$ cat config.mk
export PLATFORM = sky130hd
export DESIGN_NAME = two_list_weighted_round_robin_flat
export DESIGN_NICKNAME = d
export VERILOG_FILES = /design/src/rtl/tlwrr_pkg.sv /design/src/rtl/tlwrr_if.sv /design/src/rtl/tlwrr_ram.sv /design/src/rtl/two_list_weighted_round_robin.sv /design/src/flat_wrapper.sv
export SDC_FILE = /design/constraint.sdc
export NUM_CORES = 2
export LEC_CHECK = 0
export BUFFER_PORTS_ARGS = -buffer_cell sky130_fd_sc_hd__buf_2
export CORE_ASPECT_RATIO = 0.5
export CORE_MARGIN = 5
export CORE_UTILIZATION = 30
export CTS_CLUSTER_DIAMETER = 150
export DETAILED_ROUTE_END_ITERATION = 10
export PLACE_DENSITY = 0.49
export SETUP_SLACK_MARGIN = 0.4
export SYNTH_ARGS = -nofsm -noshare
export SYNTH_HDL_FRONTEND = slang
export SYNTH_SLANG_ARGS = --single-unit
$ cat constraint.sdc
create_clock -name clk_i -period 10.6 [get_ports clk_i]
set_input_delay 2.12 -clock clk_i [delete_from_list [all_inputs] [get_ports clk_i]]
set_output_delay 2.12 -clock clk_i [all_outputs]
set_load 0.01 [all_outputs]
$ cat src/rtl/tlwrr_pkg.sv
// tlwrr_pkg: shared constants and types of the two-list weighted round-robin scheduler
// no dependencies
`timescale 1ns / 1ps
package tlwrr_pkg;
  localparam logic [1:0] FUNC_TICK   = 2'd0;
  localparam logic [1:0] FUNC_INSERT = 2'd1;
  localparam logic [1:0] FUNC_STATUS = 2'd2;
  localparam logic [1:0] FUNC_REMOVE = 2'd3;

  localparam logic [1:0] ST_FREE = 2'd0;
  localparam logic [1:0] ST_RUN  = 2'd1;
  localparam logic [1:0] ST_STOP = 2'd2;

  typedef struct packed {
    logic [1:0] func;
    logic [5:0] task_id;
    logic [7:0] priority_req;
    logic [1:0] new_status;
    logic       target_queue;
  } req_t;

  typedef struct packed {
    logic [5:0] run_task;
    logic       run_valid;
    logic       switched;
    logic       no_runnable;
  } rsp_t;
endpackage

$ cat src/rtl/tlwrr_if.sv
// tlwrr_if: valid/ready channel carrying one payload
// depends on tlwrr_pkg for payload types
`timescale 1ns / 1ps
interface tlwrr_req_if;
  logic             valid;
  logic             ready;
  tlwrr_pkg::req_t  data;
  modport source (output valid, output data, input ready);
  modport sink   (input valid, input data, output ready);
endinterface

interface tlwrr_rsp_if;
  logic             valid;
  logic             ready;
  tlwrr_pkg::rsp_t  data;
  modport source (output valid, output data, input ready);
  modport sink   (input valid, input data, output ready);
endinterface

$ cat src/rtl/tlwrr_ram.sv
// tlwrr_ram: generic single-port-write, single-read RAM with registered read
// no dependencies
`timescale 1ns / 1ps
module tlwrr_ram #(
  parameter int Width = 8,
  parameter int Depth = 64
) (
  input  logic                     clk_i,
  input  logic                     we_i,
  input  logic [$clog2(Depth)-1:0] waddr_i,
  input  logic [Width-1:0]         wdata_i,
  input  logic [$clog2(Depth)-1:0] raddr_i,
  output logic [Width-1:0]         rdata_o
);
  logic [Width-1:0] mem_q [Depth];

  // write port
  always_ff @(posedge clk_i) begin
    if (we_i) mem_q[waddr_i] <= wdata_i;
  end

  // registered read
  always_ff @(posedge clk_i) begin
    rdata_o <= mem_q[raddr_i];
  end
endmodule

$ cat src/rtl/two_list_weighted_round_robin.sv
// two_list_weighted_round_robin: scheduler top level with list sequencer
// a tick that keeps its task answers without a walk; a reschedule walks the list heads,
//   moving each examined entry to the tail of the other list, in at most two passes
// throughput: one request at a time, ready again in the cycle after the response is taken
// reset: after rst_ni a clearing pass over all MAX_TASKS entries frees them
//   before the first request is taken
`timescale 1ns / 1ps
module two_list_weighted_round_robin #(
  parameter int MAX_TASKS = 64,
  parameter int PRIO_BITS = 8
) (
  input  logic clk_i,
  input  logic rst_ni,
  tlwrr_req_if.sink   req_i,
  tlwrr_rsp_if.source rsp_o
);
  localparam int IW = $clog2(MAX_TASKS);
  localparam int LW = IW + 1;
  localparam int SW = PRIO_BITS + 1;
  localparam logic [LW-1:0] NIL = LW'(MAX_TASKS);
  localparam logic signed [SW-1:0] SMIN = {1'b1, {PRIO_BITS{1'b0}}};

  // sequencer states
  localparam logic [4:0] S_CLR   = 5'd0;
  localparam logic [4:0] S_IDLE  = 5'd1;
  localparam logic [4:0] S_DEC   = 5'd2;
  localparam logic [4:0] S_RD    = 5'd3;  // read links+status of t
  localparam logic [4:0] S_RDW   = 5'd4;
  localparam logic [4:0] S_UL1   = 5'd5;  // fix prev side
  localparam logic [4:0] S_UL2   = 5'd6;  // fix next side
  localparam logic [4:0] S_AP1   = 5'd7;  // append: link t
  localparam logic [4:0] S_AP2   = 5'd8;  // append: old tail next
  localparam logic [4:0] S_OUT   = 5'd9;
  localparam logic [4:0] S_WHD   = 5'd10; // walk: examine head
  localparam logic [4:0] S_WST   = 5'd11;
  localparam logic [4:0] S_WSW   = 5'd12;
  localparam logic [4:0] S_CHK   = 5'd13; // status of current task
  localparam logic [4:0] S_CHKW  = 5'd14;
  localparam logic [4:0] S_PRIO  = 5'd15; // priority of picked task arrives

  // action after unlink/append chain
  localparam logic [1:0] A_REM  = 2'd0;
  localparam logic [1:0] A_INS  = 2'd1;
  localparam logic [1:0] A_WALK = 2'd2;
  localparam logic [1:0] A_PICK = 2'd3;

  logic [4:0] st_q, st_d;
  logic [1:0] act_q, act_d;
  tlwrr_pkg::req_t rq_q, rq_d;
  tlwrr_pkg::rsp_t rsp;
  logic [IW-1:0] t_q, t_d;
  logic [LW-1:0] p_q, p_d, n_q, n_d;
  logic tqo_q, tqo_d;
  logic [LW-1:0] head_q [2], head_d [2];
  logic [LW-1:0] tail_q [2], tail_d [2];
  logic sel_q, sel_d, aq_q, aq_d;
  logic pass_q, pass_d;
  logic [LW:0] cnt_q, cnt_d;
  logic signed [SW-1:0] slice_q, slice_d;
  logic [IW-1:0] cur_q, cur_d;
  logic cv_q, cv_d;
  logic sw_q, sw_d, none_q, none_d;

  // memories: status, priority, next, prev, queue
  logic st_we, pr_we, nx_we, pv_we, qo_we;
  logic [IW-1:0] st_wa, nx_wa, pv_wa, ra;
  logic [1:0] st_wd, st_rd;
  logic [PRIO_BITS-1:0] pr_rd;
  logic [LW-1:0] nx_wd, pv_wd, nx_rd, pv_rd;
  logic qo_wd, qo_rd;

  tlwrr_ram #(.Width(2), .Depth(MAX_TASKS)) u_st (.clk_i, .we_i(st_we),
    .waddr_i(st_wa), .wdata_i(st_wd), .raddr_i(ra), .rdata_o(st_rd));
  tlwrr_ram #(.Width(PRIO_BITS), .Depth(MAX_TASKS)) u_pr (.clk_i, .we_i(pr_we),
    .waddr_i(t_q), .wdata_i(PRIO_BITS'(rq_q.priority_req)), .raddr_i(ra),
    .rdata_o(pr_rd));
  tlwrr_ram #(.Width(LW), .Depth(MAX_TASKS)) u_nx (.clk_i, .we_i(nx_we),
    .waddr_i(nx_wa), .wdata_i(nx_wd), .raddr_i(ra), .rdata_o(nx_rd));
  tlwrr_ram #(.Width(LW), .Depth(MAX_TASKS)) u_pv (.clk_i, .we_i(pv_we),
    .waddr_i(pv_wa), .wdata_i(pv_wd), .raddr_i(ra), .rdata_o(pv_rd));
  tlwrr_ram #(.Width(1), .Depth(MAX_TASKS)) u_qo (.clk_i, .we_i(qo_we),
    .waddr_i(t_q), .wdata_i(qo_wd), .raddr_i(ra), .rdata_o(qo_rd));

  // response straight from the scheduler registers, stable while waiting
  always_comb begin
    rsp.run_task    = cv_q ? 6'(cur_q) : 6'd0;
    rsp.run_valid   = cv_q;
    rsp.switched    = sw_q;
    rsp.no_runnable = none_q;
  end

  assign req_i.ready = (st_q == S_IDLE);
  assign rsp_o.valid = (st_q == S_OUT);
  assign rsp_o.data  = rsp;

  // sequencer
  always_comb begin
    logic [1:0] nst;
    logic [IW-1:0] idw;
    logic idok;
    st_d = st_q; act_d = act_q; rq_d = rq_q; t_d = t_q;
    p_d = p_q; n_d = n_q; tqo_d = tqo_q;
    head_d = head_q; tail_d = tail_q; sel_d = sel_q; aq_d = aq_q;
    pass_d = pass_q; cnt_d = cnt_q; slice_d = slice_q; cur_d = cur_q;
    cv_d = cv_q; sw_d = sw_q; none_d = none_q;
    st_we = 1'b0; pr_we = 1'b0; nx_we = 1'b0; pv_we = 1'b0; qo_we = 1'b0;
    st_wa = t_q; st_wd = tlwrr_pkg::ST_FREE; nx_wa = t_q; nx_wd = NIL;
    pv_wa = t_q; pv_wd = NIL; qo_wd = aq_q; ra = t_q;
    nst = (rq_q.new_status == 2'd3) ? tlwrr_pkg::ST_STOP : rq_q.new_status;
    idw = IW'(rq_q.task_id);
    idok = ({26'd0, rq_q.task_id} < 32'(MAX_TASKS));
    unique case (st_q)
      S_CLR: begin
        st_we = 1'b1; st_wa = cnt_q[IW-1:0];
        cnt_d = cnt_q + 1'b1;
        if (cnt_q == (LW+1)'(MAX_TASKS - 1)) st_d = S_IDLE;
      end
      S_IDLE: begin
        if (req_i.valid) begin
          rq_d = req_i.data; sw_d = 1'b0; none_d = 1'b0;
          st_d = (req_i.data.func == tlwrr_pkg::FUNC_TICK) ? S_DEC : S_RD;
          t_d = IW'(req_i.data.task_id);
          ra = IW'(req_i.data.task_id);
        end
      end
      S_DEC: begin
        if (slice_q > SMIN) slice_d = slice_q - SW'(1);
        pass_d = 1'b0; cnt_d = '0;
        if (!cv_q) st_d = S_WHD;
        else begin t_d = cur_q; ra = cur_q; st_d = S_CHK; end
      end
      S_CHK: begin ra = t_q; st_d = S_CHKW; end
      S_CHKW: begin
        if (slice_q > 0 && st_rd == tlwrr_pkg::ST_RUN) st_d = S_OUT;
        else st_d = S_WHD;
      end
      S_WHD: begin
        // examine head of selected queue
        if (head_q[sel_q] == NIL || cnt_q > (LW+1)'(MAX_TASKS)) begin
          if (!pass_q) begin
            pass_d = 1'b1; cnt_d = '0;
            if (head_q[sel_q] == NIL) sel_d = ~sel_q;
          end else begin
            cv_d = 1'b0; none_d = 1'b1; st_d = S_OUT;
          end
        end else begin
          t_d = head_q[sel_q][IW-1:0]; st_d = S_WST;
        end
      end
      S_WST: begin ra = t_q; st_d = S_WSW; end
      S_WSW: begin
        cnt_d = cnt_q + 1'b1;
        act_d = (st_rd == tlwrr_pkg::ST_RUN) ? A_PICK : A_WALK;
        aq_d = ~sel_q;
        p_d = pv_rd; n_d = nx_rd; tqo_d = qo_rd;
        st_d = S_UL1;
      end
      S_RD: begin
        ra = t_q; st_d = S_RDW;
        act_d = A_REM;
        if (!idok) st_d = S_OUT;
      end
      S_RDW: begin
        p_d = pv_rd; n_d = nx_rd; tqo_d = qo_rd;
        st_d = S_OUT;
        if (rq_q.func == tlwrr_pkg::FUNC_INSERT && nst != tlwrr_pkg::ST_FREE) begin
          act_d = A_INS; aq_d = rq_q.target_queue ? ~sel_q : sel_q;
          st_d = (st_rd != tlwrr_pkg::ST_FREE) ? S_UL1 : S_AP1;
        end else if (rq_q.func == tlwrr_pkg::FUNC_STATUS &&
                     nst != tlwrr_pkg::ST_FREE) begin
          if (st_rd != tlwrr_pkg::ST_FREE) begin
            st_we = 1'b1; st_wd = nst;
          end
        end else begin
          act_d = A_REM;
          if (st_rd != tlwrr_pkg::ST_FREE) st_d = S_UL1;
          else st_we = 1'b1;
          if (cv_q && cur_q == idw) cv_d = 1'b0;
        end
      end
      S_UL1: begin
        if (p_q != NIL) begin nx_we = 1'b1; nx_wa = p_q[IW-1:0]; nx_wd = n_q; end
        else head_d[tqo_q] = n_q;
        st_d = S_UL2;
      end
      S_UL2: begin
        if (n_q != NIL) begin pv_we = 1'b1; pv_wa = n_q[IW-1:0]; pv_wd = p_q; end
        else tail_d[tqo_q] = p_q;
        if (act_q == A_REM) begin
          st_we = 1'b1; st_d = S_OUT;
        end else st_d = S_AP1;
      end
      S_AP1: begin
        pv_we = 1'b1; pv_wd = tail_q[aq_q];
        nx_we = 1'b1; nx_wd = NIL; qo_we = 1'b1;
        if (act_q == A_INS) begin
          pr_we = 1'b1; st_we = 1'b1; st_wd = nst;
        end
        st_d = S_AP2;
      end
      S_AP2: begin
        if (tail_q[aq_q] != NIL) begin
          nx_we = 1'b1; nx_wa = tail_q[aq_q][IW-1:0]; nx_wd = {1'b0, t_q};
        end else head_d[aq_q] = {1'b0, t_q};
        tail_d[aq_q] = {1'b0, t_q};
        if (act_q == A_WALK) st_d = S_WHD;
        else if (act_q == A_PICK) begin
          // picked task becomes current, fetch its priority
          ra = t_q; cur_d = t_q; cv_d = 1'b1; sw_d = 1'b1;
          st_d = S_PRIO;
        end else st_d = S_OUT;
      end
      S_PRIO: begin
        // reload the slice counter
        slice_d = $signed({1'b0, pr_rd});
        st_d = S_OUT;
      end
      S_OUT: begin
        if (rsp_o.ready) st_d = S_IDLE;
      end
      default: st_d = S_IDLE;
    endcase
  end

  // state registers
  always_ff @(posedge clk_i or negedge rst_ni) begin
    if (!rst_ni) begin
      st_q <= S_CLR; cnt_q <= '0; sel_q <= 1'b0; slice_q <= '0;
      cur_q <= '0; cv_q <= 1'b0; head_q[0] <= NIL; head_q[1] <= NIL;
      tail_q[0] <= NIL; tail_q[1] <= NIL; sw_q <= 1'b0; none_q <= 1'b0;
      pass_q <= 1'b0;
    end else begin
      st_q <= st_d; cnt_q <= cnt_d; sel_q <= sel_d; slice_q <= slice_d;
      cur_q <= cur_d; cv_q <= cv_d; head_q <= head_d; tail_q <= tail_d;
      sw_q <= sw_d; none_q <= none_d; pass_q <= pass_d;
    end
  end

  // payload registers
  always_ff @(posedge clk_i) begin
    act_q <= act_d; rq_q <= rq_d; t_q <= t_d; p_q <= p_d; n_q <= n_d;
    tqo_q <= tqo_d; aq_q <= aq_d;
  end
endmodule
$ cat src/flat_wrapper.sv
// flat-port wrapper written by rule: the top's interface ports become plain ports
module two_list_weighted_round_robin_flat 
#(
  parameter int MAX_TASKS = 64,
  parameter int PRIO_BITS = 8
)
  (clk_i, rst_ni, req_i_valid, req_i_data, req_i_ready, rsp_o_valid, rsp_o_data, rsp_o_ready);
  tlwrr_req_if req_i_i ();
  tlwrr_rsp_if rsp_o_i ();
  input  logic clk_i;
  input  logic rst_ni;
  input wire logic [$bits(req_i_i.valid)-1:0] req_i_valid;
  input wire logic [$bits(req_i_i.data)-1:0] req_i_data;
  output wire logic [$bits(req_i_i.ready)-1:0] req_i_ready;
  output wire logic [$bits(rsp_o_i.valid)-1:0] rsp_o_valid;
  output wire logic [$bits(rsp_o_i.data)-1:0] rsp_o_data;
  input wire logic [$bits(rsp_o_i.ready)-1:0] rsp_o_ready;
  assign req_i_i.valid = req_i_valid;
  assign req_i_i.data = req_i_data;
  assign req_i_ready = req_i_i.ready;
  assign rsp_o_valid = rsp_o_i.valid;
  assign rsp_o_data = rsp_o_i.data;
  assign rsp_o_i.ready = rsp_o_ready;
  two_list_weighted_round_robin #(.MAX_TASKS(MAX_TASKS), .PRIO_BITS(PRIO_BITS)) u_core (.clk_i(clk_i), .rst_ni(rst_ni), .req_i(req_i_i), .rsp_o(rsp_o_i));
endmodule
# Word level (Yosys, flattened, before mapping)

Memory sizes are Yosys's and may differ from the RTL's. A register that Yosys moved wholly into a read port is not among the register bits.
Index checks and enable logic that the tools add are counted.

Bits in registers: 104
Bits in writable memories: 1600
Word-level logic and storage cells: 241
Memories: 5

$add $sub $neg: 2
Magnitude comparators: 8
Eq/ne operators: 47
Mux-type cells: 109
Bitwise gates (word level): 6
Reduce and logical (&&, ||, !) cells: 40

Memory list:

| memory            | depth | bits a word | read ports | clocked after Yosys merged registers in | wr ports | line            | source |
|---|---|---|---|---|---|---|---|
| u_core.u_pr.mem_q | 64    | 8           | 1          | 1                                       | 1        | tlwrr_ram.sv:15 | `logic [Width-1:0] mem_q [Depth];` |
| u_core.u_nx.mem_q | 64    | 7           | 1          | 1                                       | 1        | tlwrr_ram.sv:15 |  |
| u_core.u_pv.mem_q | 64    | 7           | 1          | 1                                       | 1        | tlwrr_ram.sv:15 |  |
| u_core.u_st.mem_q | 64    | 2           | 1          | 1                                       | 1        | tlwrr_ram.sv:15 |  |
| u_core.u_qo.mem_q | 64    | 1           | 1          | 1                                       | 1        | tlwrr_ram.sv:15 |  |

Operators by type and width:

| kind                                                             | number |
|---|---|
| 5-bit case mux with 16 select lines                              | 1 |
| 7-bit two-way mux                                                | 11 |
| 14-bit bitwise mux                                               | 4 |
| 14-bit case mux with 2 select lines                              | 2 |
| 6-bit two-way mux                                                | 9 |
| 14-bit two-way mux                                               | 3 |
| 5-bit by 4-bit == test with 1-bit output (second input constant) | 8 |
| 5-bit two-way mux                                                | 8 |
| 1-bit two-way mux                                                | 36 |
| 7-bit case mux with 2 select lines                               | 2 |
| 6-bit case mux with 2 select lines                               | 2 |
| 8-bit case mux with 3 select lines                               | 1 |
| 7-bit != test (second input constant)                            | 3 |
| 5-bit by 3-bit == test with 1-bit output (second input constant) | 4 |
| 2-bit two-way mux                                                | 9 |
| 2-bit != test (second input constant)                            | 9 |
| 6-bit case mux with 3 select lines                               | 1 |
| 9-bit case mux with 2 select lines                               | 1 |
| 2-bit nonzero test                                               | 9 |
| 8-bit two-way mux                                                | 2 |
| 2-bit by 1-bit != test with 1-bit output (second input constant) | 8 |
| 4-bit AND reduction                                              | 4 |
| 7-bit demux with 1-bit select                                    | 2 |
| 2-bit AND reduction                                              | 7 |
| 33 further kinds                                                 | 66 |

# Logic depth before layout (Yosys ltp)

Depth after elaboration: 9
Gate-level depth with buffers: 12
Gate-level depth less buffers: 8

# By module

A second synthesis with hierarchy kept.

Cells, all modules: 3731
Area total of the unflattened synthesis: 69749.4 µm²

Modules (own cells, without submodules):

| module                        | instances | cells an instance | area an instance (µm²) |
|---|---|---|---|
| tlwrr_ram at u_core.u_pr      | 1         | 940               | 20166.8 |
| tlwrr_ram at u_core.u_nx      | 1         | 837               | 17673.2 |
| tlwrr_ram at u_core.u_pv      | 1         | 827               | 17635.7 |
| two_list_weighted_round_robin | 1         | 599               | 5962.0 |
| tlwrr_ram at u_core.u_st      | 1         | 324               | 5397.7 |
| tlwrr_ram at u_core.u_qo      | 1         | 204               | 2914.0 |

# Least setup slack after synthesis

No wires, ideal clock.

Path type: reg-to-reg
From: register u_core.aq_q
To: memory u_core.u_pv.mem_q[0][0] (netlist bit), data pin
Library setup time: 0.702 ns
Arrival: 4.217 ns
Path slack: 5.681 ns
Stages on the path, launching flop included: 4
Buffers on the path: 1
Period minus slack after synthesis: 4.919 ns
Path through: edfxtp_1 clkbuf_1 mux2i_1 o21ai_0

Longest elaborated chain between the ends: 5

Ends and longest elaborated chain:

| element                                               | line                                 | source |
|---|---|---|
| from (decl)                                           | two_list_weighted_round_robin.sv:56  | `logic sel_q, sel_d, aq_q, aq_d;` |
| from (signal assigned)                                | two_list_weighted_round_robin.sv:242 | `tqo_q <= tqo_d; aq_q <= aq_d;` |
| 1-bit NOT with 2-bit output (not written as such)     | two_list_weighted_round_robin.sv:194 | `pv_we = 1'b1; pv_wd = tail_q[aq_q];` |
| 7-bit two-way mux (not written as such) (3 in series) | two_list_weighted_round_robin.sv:194 |  |
| 7-bit case mux with 2 select lines                    | two_list_weighted_round_robin.sv:112 | `unique case (st_q)` |
| net u_core.pv_wd[0]                                   | two_list_weighted_round_robin.sv:69  | `logic [LW-1:0] nx_wd, pv_wd, nx_rd, pv_rd;` |
| to (decl)                                             | tlwrr_ram.sv:15                      |  |

The timed path passes the listed nets, and every way through them passes these cells. The select of a mux whose other input is x is not followed.

# Worst setup path in the final report

From: register u_core.st_q[1]
To: register u_core.u_nx.rdata_o[0] (read register of u_core.u_nx.mem_q)

Longest elaborated chain between the ends: 2

Ends and longest elaborated chain:

| element                                                                                                     | line                                 | source |
|---|---|---|
| from (decl)                                                                                                 | two_list_weighted_round_robin.sv:47  | `logic [4:0] st_q, st_d;` |
| from (signal assigned)                                                                                      | two_list_weighted_round_robin.sv:233 | `st_q <= st_d; cnt_q <= cnt_d; sel_q <= sel_d; slice_q <= slice_d;` |
| 5-bit by 2-bit == test with 1-bit output / 5-bit by 1-bit == test with 1-bit output (equally long branches) | two_list_weighted_round_robin.sv:112 |  |
| 6-bit case mux with 2 select lines (*)                                                                      | two_list_weighted_round_robin.sv:112 |  |
| to (decl)                                                                                                   | tlwrr_ram.sv:13                      | `output logic [Width-1:0] rdata_o` |

Every way passes the cells marked *; elsewhere a longest branch is shown, timed or not.
A chain may end at the register's enable or synchronous reset.

==> results_dict.tcl <==
set metrics [dict create \
    coreArea_um2 229000 \
    rsz0062_at_grt "no" \
    h-tree-depth 4 \
    yosys.area.top_type "edfxtp_1" \
    final_layout_size_suffix_gt1_share_pct 9.41 \
    grt_max_degree 146 \
    cts_made_buffers 171 \
    final_max_slew_viol_count 0 \
    synthCells 4241 \
    final.setup_skew_ns 0.0312 \
    drt_iter0_drc 3399 \
    avgRoutedWirePerCell_um 24.7 \
    criticalPathCategory "reg -> reg" \
    crit_start "u_core.st_q[1]$_DFFE_PN0P_" \
    worst_slew_pin_slew_ns 1.35 \
    clock_latency_ns 0.81 \
    endpoint_kind "flop" \
    arrival_ns 7.30 \
    yosysUniqueCellTypes 75 \
    fillers 21825 \
    synth_top_family_by_area "multiplexers" \
    std_cell_rows 124 \
    start_util_pct 30.2 \
    drc 0 \
    clock_path_buffers 3 \
    synthAdderAreaFrac_pct 0.0904 \
    fmax_mhz 150 \
    muxShareOfSynthArea_pct 12.1 \
    regArea_um2 51300 \
    worst_path_most_repeated_cell "buf_4" \
    p_leak_nw 26.3 \
    ys.flop_type "edfxtp_1" \
    synth_common_cells "edfxtp_1, mux2i_1, nor2_1" \
    grt_pass1_vias 37864 \
    hold_viol_final 0 \
    seq_area_frac_synth_pct 74.2 \
    synth.cell_area_um2 69200 \
    synth_xor_xnor_area_share_pct 0.215 \
    setup_violations 0 \
    yosys.area.top_type_share_pct 71.3 \
    antenna_found_initial 7 \
    setup_tns_ns 0 \
    max_stage_delay_ns 1.07 \
    drt_wl_total_mm 186 \
    r2r-start "u_core.st_q[1]$_DFFE_PN0P_" \
    clock-sinks 1728 \
    ctsHoldBuffers 0 \
    port_buffers 33 \
    fin_crit_sh_pct 63.1 \
    ys_top_cells_by_area "edfxtp_1, mux2i_1, o22ai_1" \
    dieArea_um2 241000 \
    min_path_type "reg -> reg" \
    path_max_fanout 50 \
    postCtsSetupBuffers 0 \
    io_pins 34 \
    crit_path_top_delay_cell "a222oi_1" \
    grt_overflow_total 0 \
    grt_pass1_wl_mm 268 \
    dp_hpwl_mm 112 \
    status "finished clean" \
    synthSimpleGateAreaFrac_pct 4.40 \
    crit_required_ns 11.21 \
    synth.most_common_cell "edfxtp_1" \
    utilization_pct 34.1 \
    grt_usage_pct 15.0 \
    ys.warnings.count 0 \
    maxCapViolCount 0 \
    viasPerCell 5.05 \
    root_buffer "clkbuf_16" \
    async_flop_share_pct 3.47 \
    areaGrowthSynthToFinish_pct 13.0 \
    die_h_um 350 \
    maxSlewHeadroom_pct 10.2 \
    swShare_pct 34.5 \
    vias 37857 \
    clock_power_share_pct 28.7 \
    total_power_mw 21.1 \
    synth_enable_flop_cells 1643 \
    combPwrFrac_pct 31.9 \
    ys_ff_latch 1728 \
    ctsResizeCount 0 \
    p_int_mw 13.8 \
    min_period_ns 6.68 \
    clk_pin_slew_ns 0.06 \
    p_sw_mw 7.29 \
    die_width_um 689 \
    worstPathCellList "or4b_1 -> mux2i_4 -> a222oi_1 -> buf_4 -> buf_4 -> buf_4 -> mux2i_1 -> o22ai_1 -> o41ai_1 -> nand4_1" \
    ant_nets 0 \
    multi_input_area_um2 16500 \
    p_per_area_nw_per_um2 270 \
    worstHoldStart "u_core.u_pr.rdata_o[5]$_DFF_P_" \
    synth_compound_area_share_pct 6.71 \
    fin_nets 4292 \
    gp_congestion 0.820 \
    firstDrtPassIters 6 \
    power_frac_seq_pct 39.4 \
    max-vdd-ir-drop_mv 0.294 \
    critPathLaunchType "flop" \
    cts_tree "built" \
    syn_nets 4269 \
    syn_avg_cell_area_um2 16.3 \
]
cell families (layout without fill, tap and decap cells):
group                      Yosys count  after routing
AOI/OAI and AO/OA                  692            692
xor gates and xnor gates            17             17
adders and majority gates            5              5
buffers and inverters              280            449
DFF                               1728           1728
muxes                              833            833
other                                0              1
and+or+nand+nor                    686            686
through the flow:
step | std cells | instance area, um2 | hold slack [ns] | setup slack, ns
after floorplan | 4241 | 69200 | 0.386 | 5.68
after global placement | 7177 | 72600 | 0.462 | 3.30
after detailed placement | 7178 | 72600 | 0.457 | 3.38
after CTS | 7497 | 78200 | 0.467 | 4.03
after global routing | 7497 | 78200 | 0.498 | 3.72
final | 7498 | 78200 | 0.469 | 3.92
layer usage:
layer	track usage, %	up-vias	routed length, um	part of all wire [%]
met2	24.3	1105	87100	47
met3	2.62	237	10400	5.6
met5	0	-	28	0.015
met1	20.9	19629	83800	45
li1	-	16882	-	-
met4	4.15	4	4150	2.2
layout by cell type (no fill, tap or decap), types with 6 or more instances in the layout:
cell	synthesis	layout
a221o_1	7	7
buf_4	21	71
clkbuf_16	0	177
inv_1	19	19
clkinv_1	1	47
nand3b_1	10	10
and2_1	11	10
dfrtp_1	56	56
nor2b_1	13	13
a221oi_1	7	7
o21ai_4	0	6
nand2b_1	12	12
nor2_1	408	406
o22ai_1	403	403
inv_6	0	9
nor3_1	13	12
or3_1	11	7
or2_2	6	6
xor2_1	8	8
mux2i_1	817	817
nand3_1	25	21
a22oi_1	26	26
buf_2	33	33
nor4_1	6	6
o41ai_1	100	97
nand2_1	107	107
clkinv_2	0	27
xnor2_1	9	9
o21ai_0	54	48
edfxtp_1	1643	1643
a21oi_1	42	41
dfxtp_1	25	25
bufinv_16	0	18
buf_12	0	6
and3_1	12	11
clkbuf_1	135	33
nand4_1	29	29
mux2_2	15	15
nor4b_1	8	8
cell type report:
type / count / area share, %
timing repair buffer: 110 / 1.05
antenna: 1 / 0.00320
inverter: 20 / 0.0961
tap: 3087 / 4.94
clock inverter: 107 / 1.26
sequential: 1728 / 65.7
clock buffer: 212 / 5.86
multi-input combinational: 2233 / 21.1
state kept, by name, summed over array words and instances, names as in the netlist, 2 cells and up:
register / count
u_core.act_q: 2
u_core.u_pr.mem_q: 512
u_core.u_pv.rdata_o: 7
u_core.st_q: 4
u_core.rq_q: 19
u_core.slice_q: 9
u_core.u_st.rdata_o: 2
u_core.u_nx.rdata_o: 7
u_core.n_q: 7
u_core.u_qo.mem_q: 64
u_core.u_st.mem_q: 128
u_core.cnt_q: 8
u_core.u_nx.mem_q: 448
u_core.u_pr.rdata_o: 8
u_core.cur_q: 6
u_core.t_q: 6
u_core.tail_q: 14
u_core.head_q: 14
u_core.p_q: 7
u_core.u_pv.mem_q: 448
power by group through the flow:
stage | Combinational [mW] | Sequential (mW) | Clock, mW
3_5_place_dp | 6.78 | 8.47 | 0
4_1_cts | 6.79 | 8.33 | 6.20
3_3_place_gp | 6.71 | 8.47 | 0
6_report | 6.74 | 8.33 | 6.07
2_1_floorplan | 4.65 | 8.38 | 0
5_1_grt | 7.15 | 8.35 | 6.49
worst paths after layout:
path                                             endpoint  slack, ns  depth (start not counted)
min in group asynchronous    u_core.tail_q[8]$_DFFE_PN0P_       1.41                          1
min reg2reg                 u_core.slice_q[5]$_DFFE_PN0P_       0.47                          2
max reg2reg                u_core.u_nx.rdata_o[0]$_DFF_P_       3.92                         10
min                         u_core.slice_q[5]$_DFFE_PN0P_       0.47                          2
max                        u_core.u_nx.rdata_o[0]$_DFF_P_       3.92                         10
max in group asynchronous     u_core.cur_q[2]$_DFFE_PN0P_       8.59                          1
worst max-delay path, delay by kind of cell (launching register included):
family / cells / cell delay (ns)
AO/OA/AOI/OAI: 3 / 2.23
AND/OR/NAND/NOR: 2 / 0.97
buffers and inverters: 3 / 1.58
multiplexers: 2 / 0.63
flip-flops: 1 / 0.97
Power figures use the tool's default switching activity.
